<file path="src/rtl/rito_pkg.sv">
// ----------------------------------------------------------------------------
// rito_pkg
// Shared constants, state encoding and control structs for the row id to
// row offset converter.
// ----------------------------------------------------------------------------
`default_nettype none

package rito_pkg;

	localparam int ROWS        = 64;
	localparam int ID_BITS     = 12;
	localparam int POS_BITS    = 16;
	localparam int ROW_BITS    = 6;
	localparam int CNT_BITS    = 7;
	localparam int CFG_BITS    = 7;
	localparam int S_DATA_BITS = 16;
	localparam int M_DATA_BITS = 40;

	localparam logic [CNT_BITS-1:0] ROWS_C        = CNT_BITS'(ROWS);
	localparam logic [CFG_BITS-1:0] ROW_COUNT_RST = CFG_BITS'(64);

	typedef enum logic [2:0] {
		ST_IDLE,
		ST_ERR,
		ST_OPEN_CLOSE,
		ST_FILL,
		ST_ADVANCE,
		ST_ALL_CLOSE,
		ST_ALL_FILL
	} state_t;

	typedef struct packed {
		logic in_ready;
		logic accept;
		logic clear;
		logic emit_err;
		logic emit_open;
		logic emit_fill;
		logic tgt_rc;
		logic advance;
		logic finish;
	} cmd_t;

	typedef struct packed {
		logic stopped;
		logic is_open;
		logic in_ge;
		logic in_lt_open;
		logic in_eq_open;
		logic in_last;
		logic in_empty;
		logic last_q;
		logic fill_more;
		logic out_free;
	} stat_t;

endpackage

`default_nettype wire

</file>
<file path="src/rtl/rito_ctrl.sv">
// ----------------------------------------------------------------------------
// rito_ctrl
// Sequencer that walks one item through its result phases: error, closing
// the open row, filling skipped rows, opening the new row and closing all.
// ----------------------------------------------------------------------------
`default_nettype none

module rito_ctrl (
	input  wire logic            clk,
	input  wire logic            arst_n,
	input  wire logic            s_tvalid,
	input  wire rito_pkg::stat_t stat,
	output rito_pkg::cmd_t       cmd
);

	rito_pkg::state_t state_q;
	rito_pkg::state_t state_d;

	always_ff @(posedge clk or negedge arst_n) begin
		if (!arst_n) begin
			state_q <= rito_pkg::ST_IDLE;
		end else begin
			state_q <= state_d;
		end
	end

	always_comb begin
		state_d = state_q;
		case (state_q)
			rito_pkg::ST_IDLE: begin
				if (s_tvalid) begin
					if (stat.stopped) begin
						state_d = rito_pkg::ST_IDLE;
					end else if (stat.in_empty || stat.in_ge) begin
						state_d = rito_pkg::ST_ALL_CLOSE;
					end else if (stat.in_lt_open) begin
						state_d = rito_pkg::ST_ERR;
					end else if (stat.in_eq_open) begin
						state_d = rito_pkg::ST_ADVANCE;
					end else if (stat.is_open) begin
						state_d = rito_pkg::ST_OPEN_CLOSE;
					end else begin
						state_d = rito_pkg::ST_FILL;
					end
				end
			end
			rito_pkg::ST_ERR: begin
				if (stat.out_free) begin
					state_d = stat.last_q ? rito_pkg::ST_ALL_CLOSE : rito_pkg::ST_IDLE;
				end
			end
			rito_pkg::ST_OPEN_CLOSE: begin
				if (stat.out_free) begin
					state_d = rito_pkg::ST_FILL;
				end
			end
			rito_pkg::ST_FILL: begin
				if (!stat.fill_more) begin
					state_d = rito_pkg::ST_ADVANCE;
				end
			end
			rito_pkg::ST_ADVANCE: begin
				state_d = stat.last_q ? rito_pkg::ST_ALL_CLOSE : rito_pkg::ST_IDLE;
			end
			rito_pkg::ST_ALL_CLOSE: begin
				if (!stat.is_open || stat.out_free) begin
					state_d = rito_pkg::ST_ALL_FILL;
				end
			end
			rito_pkg::ST_ALL_FILL: begin
				if (!stat.fill_more) begin
					state_d = rito_pkg::ST_IDLE;
				end
			end
			default: begin
				state_d = rito_pkg::ST_IDLE;
			end
		endcase
	end

	always_comb begin
		cmd = '0;
		case (state_q)
			rito_pkg::ST_IDLE: begin
				cmd.in_ready = 1'b1;
				cmd.accept   = s_tvalid;
				cmd.clear    = s_tvalid && stat.stopped && (stat.in_last || stat.in_empty);
			end
			rito_pkg::ST_ERR: begin
				cmd.emit_err = stat.out_free;
			end
			rito_pkg::ST_OPEN_CLOSE: begin
				cmd.emit_open = stat.out_free;
			end
			rito_pkg::ST_FILL: begin
				cmd.emit_fill = stat.fill_more && stat.out_free;
			end
			rito_pkg::ST_ADVANCE: begin
				cmd.advance = 1'b1;
			end
			rito_pkg::ST_ALL_CLOSE: begin
				cmd.tgt_rc    = 1'b1;
				cmd.emit_open = stat.is_open && stat.out_free;
			end
			rito_pkg::ST_ALL_FILL: begin
				cmd.tgt_rc    = 1'b1;
				cmd.emit_fill = stat.fill_more && stat.out_free;
				cmd.finish    = !stat.fill_more;
			end
			default: begin
				cmd = '0;
			end
		endcase
	end

endmodule

`default_nettype wire

</file>
<file path="src/rtl/rito_dp.sv">
// ----------------------------------------------------------------------------
// rito_dp
// Stream state, row count register, row compares and the result register.
// ----------------------------------------------------------------------------
`default_nettype none

module rito_dp (
	input  wire logic                                clk,
	input  wire logic                                arst_n,
	input  wire rito_pkg::cmd_t                      cmd,
	output rito_pkg::stat_t                          stat,
	input  wire logic [rito_pkg::S_DATA_BITS-1:0]    s_tdata,   // row_id, zero pad
	input  wire logic                                s_tlast,
	input  wire logic [0:0]                          s_tuser,   // empty_req
	output logic                                     m_tvalid,
	input  wire logic                                m_tready,
	output logic      [rito_pkg::M_DATA_BITS-1:0]    m_tdata,   // row, begin_res, finish, pad
	output logic                                     m_tlast,
	output logic      [0:0]                          m_tuser,   // error
	input  wire logic                                cfg_valid,
	output logic                                     cfg_ready,
	input  wire logic [rito_pkg::CFG_BITS-1:0]       cfg_data
);

	localparam int IB = rito_pkg::ID_BITS;
	localparam int PB = rito_pkg::POS_BITS;
	localparam int RB = rito_pkg::ROW_BITS;
	localparam int CB = rito_pkg::CNT_BITS;

	logic [rito_pkg::CFG_BITS-1:0] row_count_q;
	logic [CB-1:0]                 next_row_q;
	logic [RB-1:0]                 open_row_q;
	logic                          open_q;
	logic [PB-1:0]                 open_begin_q;
	logic [PB-1:0]                 pos_q;
	logic                          stopped_q;
	logic                          out_valid_q;

	logic [IB-1:0] id_q;
	logic          last_q;
	logic          stop_q;

	logic [RB-1:0] out_row_q;
	logic [PB-1:0] out_begin_q;
	logic [PB-1:0] out_finish_q;
	logic          out_last_q;
	logic          out_err_q;

	logic [CB-1:0] eff_rows;
	logic [IB-1:0] in_id;
	logic          in_ge;
	logic [CB-1:0] tgt;
	logic          tail_more;
	logic [CB-1:0] open_next;
	logic [CB-1:0] fill_next;
	logic          out_free;
	logic          same_row;

	assign eff_rows  = (CB'(row_count_q) < rito_pkg::ROWS_C) ? CB'(row_count_q) : rito_pkg::ROWS_C;
	assign in_id     = s_tdata[IB-1:0];
	assign in_ge     = in_id >= IB'(eff_rows);
	assign tgt       = cmd.tgt_rc ? eff_rows : id_q[CB-1:0];
	assign tail_more = !cmd.tgt_rc && last_q;
	assign open_next = CB'(open_row_q) + CB'(1);
	assign fill_next = next_row_q + CB'(1);
	assign out_free  = !out_valid_q || m_tready;
	assign same_row  = open_q && (id_q == IB'(open_row_q));

	always_comb begin
		stat            = '0;
		stat.stopped    = stopped_q;
		stat.is_open    = open_q;
		stat.in_ge      = in_ge;
		stat.in_lt_open = open_q && (in_id < IB'(open_row_q));
		stat.in_eq_open = open_q && (in_id == IB'(open_row_q));
		stat.in_last    = s_tlast;
		stat.in_empty   = s_tuser[0];
		stat.last_q     = last_q;
		stat.fill_more  = next_row_q < tgt;
		stat.out_free   = out_free;
	end

	always_ff @(posedge clk or negedge arst_n) begin
		if (!arst_n) begin
			row_count_q  <= rito_pkg::ROW_COUNT_RST;
			next_row_q   <= '0;
			open_row_q   <= '0;
			open_q       <= 1'b0;
			open_begin_q <= '0;
			pos_q        <= '0;
			stopped_q    <= 1'b0;
			out_valid_q  <= 1'b0;
		end else begin
			if (cfg_valid) begin
				row_count_q <= cfg_data;
			end
			if (cmd.emit_err || cmd.emit_open || cmd.emit_fill) begin
				out_valid_q <= 1'b1;
			end else if (m_tready) begin
				out_valid_q <= 1'b0;
			end
			if (cmd.clear || (cmd.finish && !stop_q)) begin
				next_row_q   <= '0;
				open_row_q   <= '0;
				open_q       <= 1'b0;
				open_begin_q <= '0;
				pos_q        <= '0;
				stopped_q    <= 1'b0;
			end else if (cmd.finish) begin
				stopped_q <= 1'b1;
			end else if (cmd.emit_open) begin
				next_row_q <= open_next;
				open_q     <= 1'b0;
			end else if (cmd.emit_fill) begin
				next_row_q <= fill_next;
			end else if (cmd.advance) begin
				if (!same_row) begin
					open_row_q   <= id_q[RB-1:0];
					open_begin_q <= pos_q;
					open_q       <= 1'b1;
					next_row_q   <= id_q[CB-1:0];
				end
				if (pos_q != {PB{1'b1}}) begin
					pos_q <= pos_q + PB'(1);
				end
			end
		end
	end

	always_ff @(posedge clk) begin
		if (cmd.accept) begin
			id_q   <= in_id;
			last_q <= s_tlast;
			stop_q <= !s_tuser[0] && in_ge && !s_tlast;
		end
		if (cmd.emit_err) begin
			out_row_q    <= '0;
			out_begin_q  <= '0;
			out_finish_q <= '0;
			out_last_q   <= !last_q;
			out_err_q    <= 1'b1;
		end else if (cmd.emit_open) begin
			out_row_q    <= open_row_q;
			out_begin_q  <= open_begin_q;
			out_finish_q <= pos_q;
			out_last_q   <= !((open_next < tgt) || tail_more);
			out_err_q    <= 1'b0;
		end else if (cmd.emit_fill) begin
			out_row_q    <= next_row_q[RB-1:0];
			out_begin_q  <= pos_q;
			out_finish_q <= pos_q;
			out_last_q   <= !((fill_next < tgt) || tail_more);
			out_err_q    <= 1'b0;
		end
	end

	assign cfg_ready = 1'b1;
	assign m_tvalid  = out_valid_q;
	assign m_tdata   = {{(rito_pkg::M_DATA_BITS - RB - 2 * PB){1'b0}},
		out_finish_q, out_begin_q, out_row_q};
	assign m_tlast   = out_last_q;
	assign m_tuser   = out_err_q;

`ifndef ASSERT_OFF
	a_stop_closed: assert property (@(posedge clk) disable iff (!arst_n)
		stopped_q |-> !open_q)
		else $error("stopped stream still has an open row");
	a_open_next: assert property (@(posedge clk) disable iff (!arst_n)
		open_q |-> (next_row_q == CB'(open_row_q)))
		else $error("next row out of step with open row");
	a_next_bound: assert property (@(posedge clk) disable iff (!arst_n)
		next_row_q <= rito_pkg::ROWS_C)
		else $error("next row beyond row limit");
	a_err_zero: assert property (@(posedge clk) disable iff (!arst_n)
		(out_valid_q && out_err_q) |-> (m_tdata == '0))
		else $error("error item carries offsets");
`endif

endmodule

`default_nettype wire

</file>
<file path="src/rtl/row_ids_to_row_offsets.sv">
// Throughput: one result per cycle from the sequencer while the output is free; a new item
//   is accepted only in the idle state, once the previous item has gone through its phases,
//   and the row fill counter steps one row per fill result.
// Reset: asynchronous, active low; clears stream state and sets row_count to 64.
// ----------------------------------------------------------------------------
// row_ids_to_row_offsets
// Converts a nondecreasing row id stream into per-row begin and finish
// element positions, one result item per output row.
// ----------------------------------------------------------------------------
`default_nettype none

module row_ids_to_row_offsets (
	input  wire logic                             clk,
	input  wire logic                             arst_n,
	input  wire logic                             s_tvalid,
	output logic                                  s_tready,
	input  wire logic [rito_pkg::S_DATA_BITS-1:0] s_tdata,   // row_id, zero pad
	input  wire logic                             s_tlast,
	input  wire logic [0:0]                       s_tuser,   // empty_req
	output logic                                  m_tvalid,
	input  wire logic                             m_tready,
	output logic      [rito_pkg::M_DATA_BITS-1:0] m_tdata,   // row, begin_res, finish, pad
	output logic                                  m_tlast,
	output logic      [0:0]                       m_tuser,   // error
	input  wire logic                             cfg_valid,
	output logic                                  cfg_ready,
	input  wire logic [rito_pkg::CFG_BITS-1:0]    cfg_data
);

	rito_pkg::cmd_t  cmd;
	rito_pkg::stat_t stat;

	rito_ctrl u_ctrl (
		.clk      (clk),
		.arst_n   (arst_n),
		.s_tvalid (s_tvalid),
		.stat     (stat),
		.cmd      (cmd)
	);

	rito_dp u_dp (
		.clk       (clk),
		.arst_n    (arst_n),
		.cmd       (cmd),
		.stat      (stat),
		.s_tdata   (s_tdata),
		.s_tlast   (s_tlast),
		.s_tuser   (s_tuser),
		.m_tvalid  (m_tvalid),
		.m_tready  (m_tready),
		.m_tdata   (m_tdata),
		.m_tlast   (m_tlast),
		.m_tuser   (m_tuser),
		.cfg_valid (cfg_valid),
		.cfg_ready (cfg_ready),
		.cfg_data  (cfg_data)
	);

	assign s_tready = cmd.in_ready;

endmodule

`default_nettype wire
</file>
<file path="config.mk">
export PLATFORM = sky130hd
export DESIGN_NAME = row_ids_to_row_offsets
export DESIGN_NICKNAME = d
export VERILOG_FILES = /design/src/rtl/rito_pkg.sv /design/src/rtl/rito_ctrl.sv /design/src/rtl/rito_dp.sv /design/src/rtl/row_ids_to_row_offsets.sv
export SDC_FILE = /design/constraint.sdc
export NUM_CORES = 1
export LEC_CHECK = 0
export ABC_AREA = 1
export BUFFER_PORTS_ARGS = -buffer_cell sky130_fd_sc_hd__buf_2
export CAP_MARGIN = 20
export CORE_UTILIZATION = 50
export CTS_CLUSTER_SIZE = 24
export DETAILED_ROUTE_END_ITERATION = 8
export PLACE_DENSITY_LB_ADDON = 0.1
export SLEW_MARGIN = 20
export SYNTH_ARGS = -nofsm -noshare
export SYNTH_HDL_FRONTEND = slang
export SYNTH_SLANG_ARGS = --single-unit
</file>
<file path="constraint.sdc">
create_clock -name clk -period 2.7 [get_ports clk]
set_input_delay 0.675 -clock clk [delete_from_list [all_inputs] [get_ports clk]]
set_output_delay 0.675 -clock clk [all_outputs]
set_load 0.05 [all_outputs]
</file>
==> results <==
- The placeable core area is 0.0122 mm^2.
- The synthesis warning total is 0.
- The overall die area is 0.0131 mm^2.
- The total power divided by cell area is 1160 mW/mm^2.
- Summing the sequential cell areas from Yosys gives 42.3% of the chip area.
- The worst pin sits at a relative slew slack of 48.9%.
- Setup repair after global routing could not meet its margin everywhere.
- STA classifies the critical path endpoint as a flip-flop.
- Static timing analysis puts the maximum clock frequency at 0.385 GHz.
- The detailed router finished its first iteration with 467 violations.
- In this run the worst path has a maximum fanout of 6.
- The number of design rule violations left after detail routing is 0.
- The global routing usage summed across all routing layers is 27.7%.
- The final worst setup slack is 0.104 ns.
- Of the cells placed in the final design, the portion with a size suffix greater than 1 is 21.6%.
- After clock tree synthesis, the clock-pin slew on the worst setup and hold paths is 0.07 ns.
- The placement-stage worst setup slack is -0.0993 ns.
- The number of top-level pins is 75.
- The compound-cell area share of the yosys netlist is 10.1%.
- The via count of the first global-routing pass is 5430.
- The flow ran to the end, and the final reports show no timing, DRC or antenna violations.
- The number of synthesized register bits is 112.
- The die span in x is 115 um.
- The multiplexer share of the synthesized area is 0.710%.
- The maximum level of the CTS H-tree is 3.
- The placed wire-length estimate after detailed placement is 12500 um.
- The number of inserted diodes is 0.
- The cell at the root of the clock tree is sky130_fd_sc_hd__clkbuf_16.
- Counting the buffers created by CTS gives 9.
- In this run the tool buffered the top-level ports with 67 buffer cells.
- After the last flow step, the layout net total stands at 1004.
- The final-report max-slew violation count is 0.
- After floorplanning, the core was divided into 40 placement rows.
- The final count of hold timing violations is 0.
- The critical path data required time is 2.96 ns.
- Global routing finished with a remaining overflow of 0.
- The first element of the critical path is u_dp.row_count_q[6].
- CTS saw 112 sinks.
- Across all layers, the routed design uses 5959 vias.
- By area, the combinational part of the netlist is dominated by simple AND/OR/NAND/NOR gates.
- For the final database, setup skew stands at 0.0103 ns.
- The most used flip-flop cell after synthesis is sky130_fd_sc_hd__dfrtp_1.
- The simple-gate area share of the yosys netlist is 29.8%.
- The total setup violations reported at the end of the flow is 0.
- The register-to-register setup slack is 0.10 ns.
- The detailed-route vias per instance is 5.33.
- The vertical extent of the die is 115 um.
- The synthesized netlist devotes 2.21% of its cell area to XOR and XNOR gates.
- Of the total synthesized cell area, the portion taken by full adders, half adders and majority gates is 5.52%.
- The pin count of the biggest net entering global routing is 36.
- The number of antenna violations at the first check in global routing is 0.
- The routed design has 17500 um of wire.
- Once the floorplan was initialized, standard cells occupied 51.9% of the core.
- The reported max-cap violation count is 0.
- Compared with the post-synthesis result, the final layout area differs by 22.4%.
- VDD sags by at most 835 uV.
- The shortest period the worst path allows is 2.60 ns.
- The measured slew at the worst slew-check pin is 0.765 ns.
- For this design the static power due to leakage is 3.77 nW.
- Once detail routing completed, the nets flagged for antenna violations numbered 0.
- The worst hold-check path type is in -> async.
- The number of buffers on the longest clock path is 2.
- The share of the clock period used by the worst path is 96.1%.
- Buffers inserted to repair hold after CTS numbered 0.
- The critical path is of the reg -> reg type.
- The CTS tree is yes.
- The detailed-router iteration count before antenna repair is 5.
- Counting flops with an async set or reset pin after synthesis yields a share of 51.8%.
- The final design utilization is 63.6%.
- The average cell area after synthesis is 7.57 um^2.
- The routability-driven placement congestion ratio is 0.914.
- The clock latency reported for the late side of the worst-skew pair is 0.36 ns.
- The worst setup path is launched from a flip-flop.
- The average wire per standard cell is 15.6 um.
- The number of synthesized flops with an enable pin is 15.
- The number of different library cells in the post-synthesis netlist is 47.
- The synthesized netlist occupies a cell area of 0.00634 mm^2.
- The startpoint identified for the worst register-to-register timing path is u_dp.row_count_q[6].
- The first-pass GRT wire length is 27800 um.
- Synthesis produced a netlist whose cell count is 838.
- The signal arrival time at the worst endpoint is 2.85 ns.
-- worst paths after layout --
path	to	depth (start not counted)
setup reg to reg	u_dp.pos_q[1]	17
setup / recovery	u_dp.pos_q[1]	17
hold / removal	u_dp.row_count_q[3]	1
max in group asynchronous	u_dp.next_row_q[4]	2
min in group clk	u_dp.out_begin_q[0]	2
hold reg to reg	u_dp.out_begin_q[0]	2
-- placed cells by master, fill, tap and decap left out, types with 3 or more instances in the layout --
cell and count:
sky130_fd_sc_hd__nor2_2 4, sky130_fd_sc_hd__nand4_1 6, sky130_fd_sc_hd__nor2_4 4, sky130_fd_sc_hd__inv_1 89
sky130_fd_sc_hd__mux2_2 4, sky130_fd_sc_hd__dfrtp_1 56, sky130_fd_sc_hd__o21ai_2 3, sky130_fd_sc_hd__buf_2 67
sky130_fd_sc_hd__inv_2 3, sky130_fd_sc_hd__xnor2_1 4, sky130_fd_sc_hd__nand3_4 4, sky130_fd_sc_hd__buf_6 7
sky130_fd_sc_hd__nor2_1 94, sky130_fd_sc_hd__a22oi_1 3, sky130_fd_sc_hd__xor2_1 12, sky130_fd_sc_hd__dfxtp_1 39
sky130_fd_sc_hd__buf_4 44, sky130_fd_sc_hd__a31o_2 3, sky130_fd_sc_hd__nand3_2 7, sky130_fd_sc_hd__o21ai_1 25
sky130_fd_sc_hd__o21ai_4 4, sky130_fd_sc_hd__nand2_8 3, sky130_fd_sc_hd__nand3b_1 3, sky130_fd_sc_hd__a21oi_1 21
sky130_fd_sc_hd__edfxtp_1 15, sky130_fd_sc_hd__nor4_1 8, sky130_fd_sc_hd__nor3_1 11, sky130_fd_sc_hd__a31oi_1 20
sky130_fd_sc_hd__nand2_2 12, sky130_fd_sc_hd__clkbuf_16 9, sky130_fd_sc_hd__conb_1 3, sky130_fd_sc_hd__nand3_1 58
sky130_fd_sc_hd__buf_12 6, sky130_fd_sc_hd__nand2_1 211, sky130_fd_sc_hd__ha_1 26, sky130_fd_sc_hd__o21ai_0 31
-- synth_stat cells, types with 3 or more instances --
master | count | area (um^2)
sky130_fd_sc_hd__nand2_1 | 214 | 803
sky130_fd_sc_hd__nor2_1 | 99 | 372
sky130_fd_sc_hd__inv_1 | 91 | 342
sky130_fd_sc_hd__nand3_1 | 66 | 330
sky130_fd_sc_hd__dfrtp_1 | 57 | 1430
sky130_fd_sc_hd__dfxtp_1 | 39 | 781
sky130_fd_sc_hd__o21ai_0 | 35 | 175
sky130_fd_sc_hd__ha_1 | 28 | 350
sky130_fd_sc_hd__a21oi_1 | 23 | 115
sky130_fd_sc_hd__o21ai_1 | 22 | 110
sky130_fd_sc_hd__a31oi_1 | 20 | 125
sky130_fd_sc_hd__edfxtp_1 | 15 | 450
sky130_fd_sc_hd__nor3_1 | 13 | 65.1
sky130_fd_sc_hd__buf_2 | 12 | 60.1
sky130_fd_sc_hd__xor2_1 | 12 | 105
sky130_fd_sc_hd__buf_6 | 8 | 90.1
sky130_fd_sc_hd__clkbuf_1 | 8 | 30.0
sky130_fd_sc_hd__nand2_2 | 8 | 50.1
sky130_fd_sc_hd__nor4_1 | 8 | 50.1
sky130_fd_sc_hd__buf_4 | 6 | 45.0
sky130_fd_sc_hd__nand4_1 | 6 | 37.5
sky130_fd_sc_hd__nand2_4 | 5 | 56.3
sky130_fd_sc_hd__mux2_2 | 4 | 45.0
sky130_fd_sc_hd__xnor2_1 | 4 | 35.0
sky130_fd_sc_hd__a22oi_1 | 3 | 22.5
sky130_fd_sc_hd__a31o_2 | 3 | 26.3
sky130_fd_sc_hd__nand3b_1 | 3 | 22.5
-- flip-flops by register name, indices dropped and copies added (netlist names), 3 cells and up --
name	flops
u_dp.open_begin_q	16
u_dp.out_begin_q	16
u_dp.out_finish_q	16
u_dp.pos_q	16
u_dp.id_q	12
u_dp.next_row_q	7
u_dp.row_count_q	7
u_dp.open_row_q	6
u_dp.out_row_q	6
u_ctrl.state_q	3
-- area by class of cell --
type / instances / area (um^2)
clock inverters: 6 / 65.1
clock buffers: 10 / 229
fillers: 1145 / 4450
flip-flops and latches: 112 / 2690
inverters: 94 / 369
multi-input cells: 604 / 3330
well taps: 168 / 210
repair buffers: 125 / 880
-- through the flow --
| step | area, um^2 | setup TNS (ns) | hold WS (ns) | total power [mW] | instances |
|---|---|---|---|---|---|
| after floorplan | 6350 | 0 | 0.379 | 5.75 | 839 |
| after global placement | 7060 | -0.830 | 0.427 | 6.91 | 1085 |
| after detailed placement | 7060 | -1.96 | 0.431 | 7.04 | 1085 |
| after CTS | 7460 | 0 | 0.322 | 8.59 | 1107 |
| after global routing | 7760 | -0.394 | 0.335 | 9.62 | 1119 |
| final | 7760 | 0 | 0.314 | 9.01 | 1119 |
-- cell families (layout without fill, tap and decap cells) --
family / count (synthesis) / after routing
AND/OR/NAND/NOR: 433 / 434
multiplexers: 4 / 4
buffers and inverters: 129 / 235
adder cells (fa/ha/maj): 28 / 28
flip-flops: 112 / 112
XOR/XNOR: 16 / 16
AO/OA/AOI/OAI: 114 / 119
other: 2 / 3
-- critical path: stages (launching register included) --
cell,delay (ns)
sky130_fd_sc_hd__dfstp_2,0.56
sky130_fd_sc_hd__clkinvlp_4,0.15
sky130_fd_sc_hd__nand2_2,0.11
sky130_fd_sc_hd__nand2_1,0.05
sky130_fd_sc_hd__o21ai_1,0.07
sky130_fd_sc_hd__buf_4,0.16
sky130_fd_sc_hd__ha_4,0.21
sky130_fd_sc_hd__a21oi_4,0.15
sky130_fd_sc_hd__nor2_4,0.06
sky130_fd_sc_hd__nor2_4,0.14
sky130_fd_sc_hd__nand2_2,0.10
sky130_fd_sc_hd__nand3_4,0.10
sky130_fd_sc_hd__nand2_8,0.09
sky130_fd_sc_hd__nor2_4,0.14
sky130_fd_sc_hd__nand2_4,0.12
sky130_fd_sc_hd__buf_6,0.15
sky130_fd_sc_hd__nand3b_1,0.09
sky130_fd_sc_hd__nand2_1,0.05
-- repair_timing --
action / CTS / global route
pin swaps: 4 / 4
gates resized for setup: 11 / 44
setup endpoints to repair: 27 / 77
cloned: 3 / 3
buffers inserted: 3 / 9
-- where the power goes --
part | switching, mW | internal, mW
sequential | 0.411 | 2.16
clock | 0.629 | 0.727
combinational | 3.29 | 1.79
-- routing by layer --
metal	GRT usage, %	share of wire (%)	wire length (um)	up-vias
met1	41.3	50	8680	2786
met2	40.8	42	7380	193
met3	4.61	6.4	1120	18
li1	-	-	-	2962
met4	8.23	1.7	293	0
met5	0	0	0	-
Power figures use the tool's default switching activity.
